**config.mk**
```make
export PLATFORM = sky130hd
export DESIGN_NAME = fpa_div_stage
export DESIGN_NICKNAME = d
export VERILOG_FILES = /design/src/sv/fpa_div_stage.sv
export SDC_FILE = /design/constraint.sdc
export NUM_CORES = 1
export LEC_CHECK = 0
export BUFFER_PORTS_ARGS = -buffer_cell sky130_fd_sc_hd__buf_2
export CAP_MARGIN = 10
export CORE_ASPECT_RATIO = 0.6
export CORE_MARGIN = 4
export CORE_UTILIZATION = 51
export DETAILED_ROUTE_END_ITERATION = 7
export GPL_TIMING_DRIVEN = 1
export PLACE_DENSITY = 0.83
export SLEW_MARGIN = 20
export SYNTH_ARGS = -nofsm -noshare
export SYNTH_HDL_FRONTEND = slang
export SYNTH_SLANG_ARGS = --single-unit
```
**constraint.sdc**
```tcl
create_clock -name vclk -period 4.5
set_clock_uncertainty 0.2 [all_clocks]
set_input_delay 0.225 -clock vclk [all_inputs]
set_output_delay 0.225 -clock vclk [all_outputs]
set_load 0.005 [all_outputs]
```
**src/sv/fpa_div_stage.sv**
```systemverilog
// One restoring-division step: shift in a dividend bit, compare, subtract.
module fpa_div_stage #(
    parameter int DW = 40
) (
    input  logic [DW:0]   rem_in,
    input  logic          bit_in,
    input  logic [DW-1:0] divisor,
    output logic [DW:0]   rem_out,
    output logic          q_bit
);
    logic [DW+1:0] trial;

    always_comb
    begin
        trial   = {rem_in, bit_in} - {2'b00, divisor};
        q_bit   = ~trial[DW+1];
        rem_out = q_bit ? trial[DW:0] : {rem_in[DW-1:0], bit_in};
    end
endmodule

```
==> impl_metrics.json <==
{
  "grt_setup_unrepaired": "no",
  "post_cts_buffers": 0,
  "synth_cell_type_count": 64,
  "wire_per_inst_um": 16.3,
  "fin_util": 0.639,
  "syn_avg_cell_area_um2": 7.12,
  "grt_max_degree": 25,
  "vdd_drop_max_uv": 97.9,
  "final_cells": 665,
  "syn_to_final_growth_pct": 18.9,
  "layout_min_cycle_time_ps": 3600,
  "clock_buffers": 0,
  "hold_path.startpoint": "rem_in[37]",
  "grt_pass1_wl_mm": 17.3,
  "max_clock_freq_mhz": 278,
  "outcome": "finished clean",
  "criticalPathCategory": "in2out",
  "setup_violations": 0,
  "min_path_type": "in2out",
  "multi_input_comb_area_um2": 3050,
  "ff_latch_area_um2": 0,
  "drt_iter0_markers": 356,
  "hold_slack_ps": 561,
  "firstDrtPassIters": 5,
  "drc": 0,
  "postSynthCellCount": 471,
  "syn-num-nets": 594,
  "crit_required_ps": 4070,
  "hpwl_mm": 9.20,
  "ctsResizeCount": 0,
  "coreArea_um2": 6250,
  "n_fill_cell": 604,
  "p_leak_nw": 2.07,
  "pin_count": 124,
  "postPlaceCellArea_um2": 3990,
  "place_ws_ps": 1010,
  "final_nets": 706,
  "grt_pass1_vias": 3623,
  "place_inst": 665,
  "yosysTopAreaCellShare": 0.157,
  "n_antenna_cell": 0,
  "gp_congestion": 0.947,
  "synth.area.top_cells": "mux2_4, ha_1, a21oi_1, inv_1, xnor2_1",
  "port_buffers": 124,
  "worstPathMaxFanout": 24,
  "yosys-top-cells-count": "inv_1, a21oi_1, ha_1, nand2_1, mux2_4",
  "die_y_um": 70.8,
  "drtAntennaViolNets": 0,
  "yosysSeqAreaShare": 0,
  "layout-drive-gt1-share": 0.308,
  "drt-total-wl_mm": 10.9,
  "slew_headroom": 0.448,
  "dr_total_vias": 3987,
  "startpoint_type": "input port",
  "grt_antenna_before_repair": 0,
  "critical_path.endpoint_type": "output port",
  "final_max_slew_viol_count": 0,
  "cap_violations": 0,
  "die-area_um2": 7980,
  "routed_via_density": 6.00,
  "yosysWarnings": 0,
  "finalHoldViolCount": 0,
  "yosysMostFrequentCell": "inv_1",
  "track_usage": 0.255,
  "gr-total-overflow": 0,
  "layout_setup_ws_ps": 903,
  "die_w_um": 113,
  "rows": 22,
  "synth.largest_area_cell": "mux2_4",
  "setup-tns-final_ps": 0,
  "cp.arrival_ps": 3170,
  "tightest_slew_ps": 819,
  "hold_end": "rem_out[38]",
  "finalPower_uw": 740,
  "seq_cells": 0,
  "powerDensity_nw_per_um2": 185,
  "syn_area_um2": 3360,
  "finalInstanceArea_um2": 3990,
  "finalCritPeriodShare": 0.799,
  "cts_hold_buf": 0,
  "start_util": 0.537,
  "hold_depth": 3
}
placed cells by master, fill, tap and decap left out, types with 2 or more instances in the layout:
master	n
a21o_1	8
o21ai_1	10
a21oi_2	3
nand2_1	40
nand4_1	8
or3_1	3
or2_2	3
a211oi_1	7
o21bai_1	3
mux2i_1	4
nand2b_1	4
nor2_1	27
ha_1	40
and4_1	2
buf_2	124
xor2_1	14
nor3_1	7
a21oi_1	52
nor2b_1	2
xnor2_1	18
nand3_1	20
nor4_1	3
nor3b_1	2
nand2_2	2
a31oi_1	8
o211ai_1	4
and3_1	3
buf_4	2
or4_1	2
o21a_1	5
o31ai_1	5
and2_1	5
inv_1	53
o21ai_0	26
mux2_4	35
layout make-up:
cell class | count | area share
multi-input cells | 401 | 0.764
repair buffers | 126 | 0.159
inverters | 54 | 0.0508
well taps | 84 | 0.0263
logic make-up (layout without fill, tap and decap cells):
| logic type | count (synthesis) | count (layout) | share of synthesized area |
|---|---|---|---|
| compound gates | 146 | 146 | 0.275 |
| xor+xnor | 33 | 33 | 0.0917 |
| fa+ha+maj | 41 | 41 | 0.155 |
| buf+inv | 70 | 180 | 0.0921 |
| mux | 40 | 40 | 0.172 |
| simple gates | 141 | 141 | 0.214 |
report_power, final:
part / switching, mW / internal, mW / total (mW)
sequential: 0 / 0 / 0
clock: 0 / 0 / 0
combinational: 0.380 / 0.360 / 0.740
layer usage:
| layer | GRT usage | vias up | wire length [µm] |
|---|---|---|---|
| li1 | - | 1927 | - |
| met1 | 0.400 | 1802 | 5190 |
| met2 | 0.369 | 236 | 4290 |
| met3 | 0.0350 | 22 | 1250 |
| met4 | 0.0360 | 0 | 115 |
| met5 | 0 | - | 0 |
worst max-delay path by stage:
stage               slack (ps)          end  depth (start not counted)        from
floorplan                 1620  rem_out[38]                         11      bit_in
global placement          1080   rem_out[2]                         13  divisor[1]
detailed placement        1010   rem_out[2]                         12  rem_in[31]
CTS                        990   rem_out[2]                         13  divisor[1]
global route               730   rem_out[2]                         12  rem_in[31]
finish                     900   rem_out[2]                         12  rem_in[31]
worst max-delay path, stage by stage:
cell and delay, ps:
buf_2 110, ha_1 390, a21oi_1 310, o21ai_1 200, a211oi_1 380, o21ai_1 150
a21oi_2 200, o21ai_4 110, xnor2_4 150, buf_4 430, mux2_1 370, buf_2 130
Power figures use the tool's default switching activity.
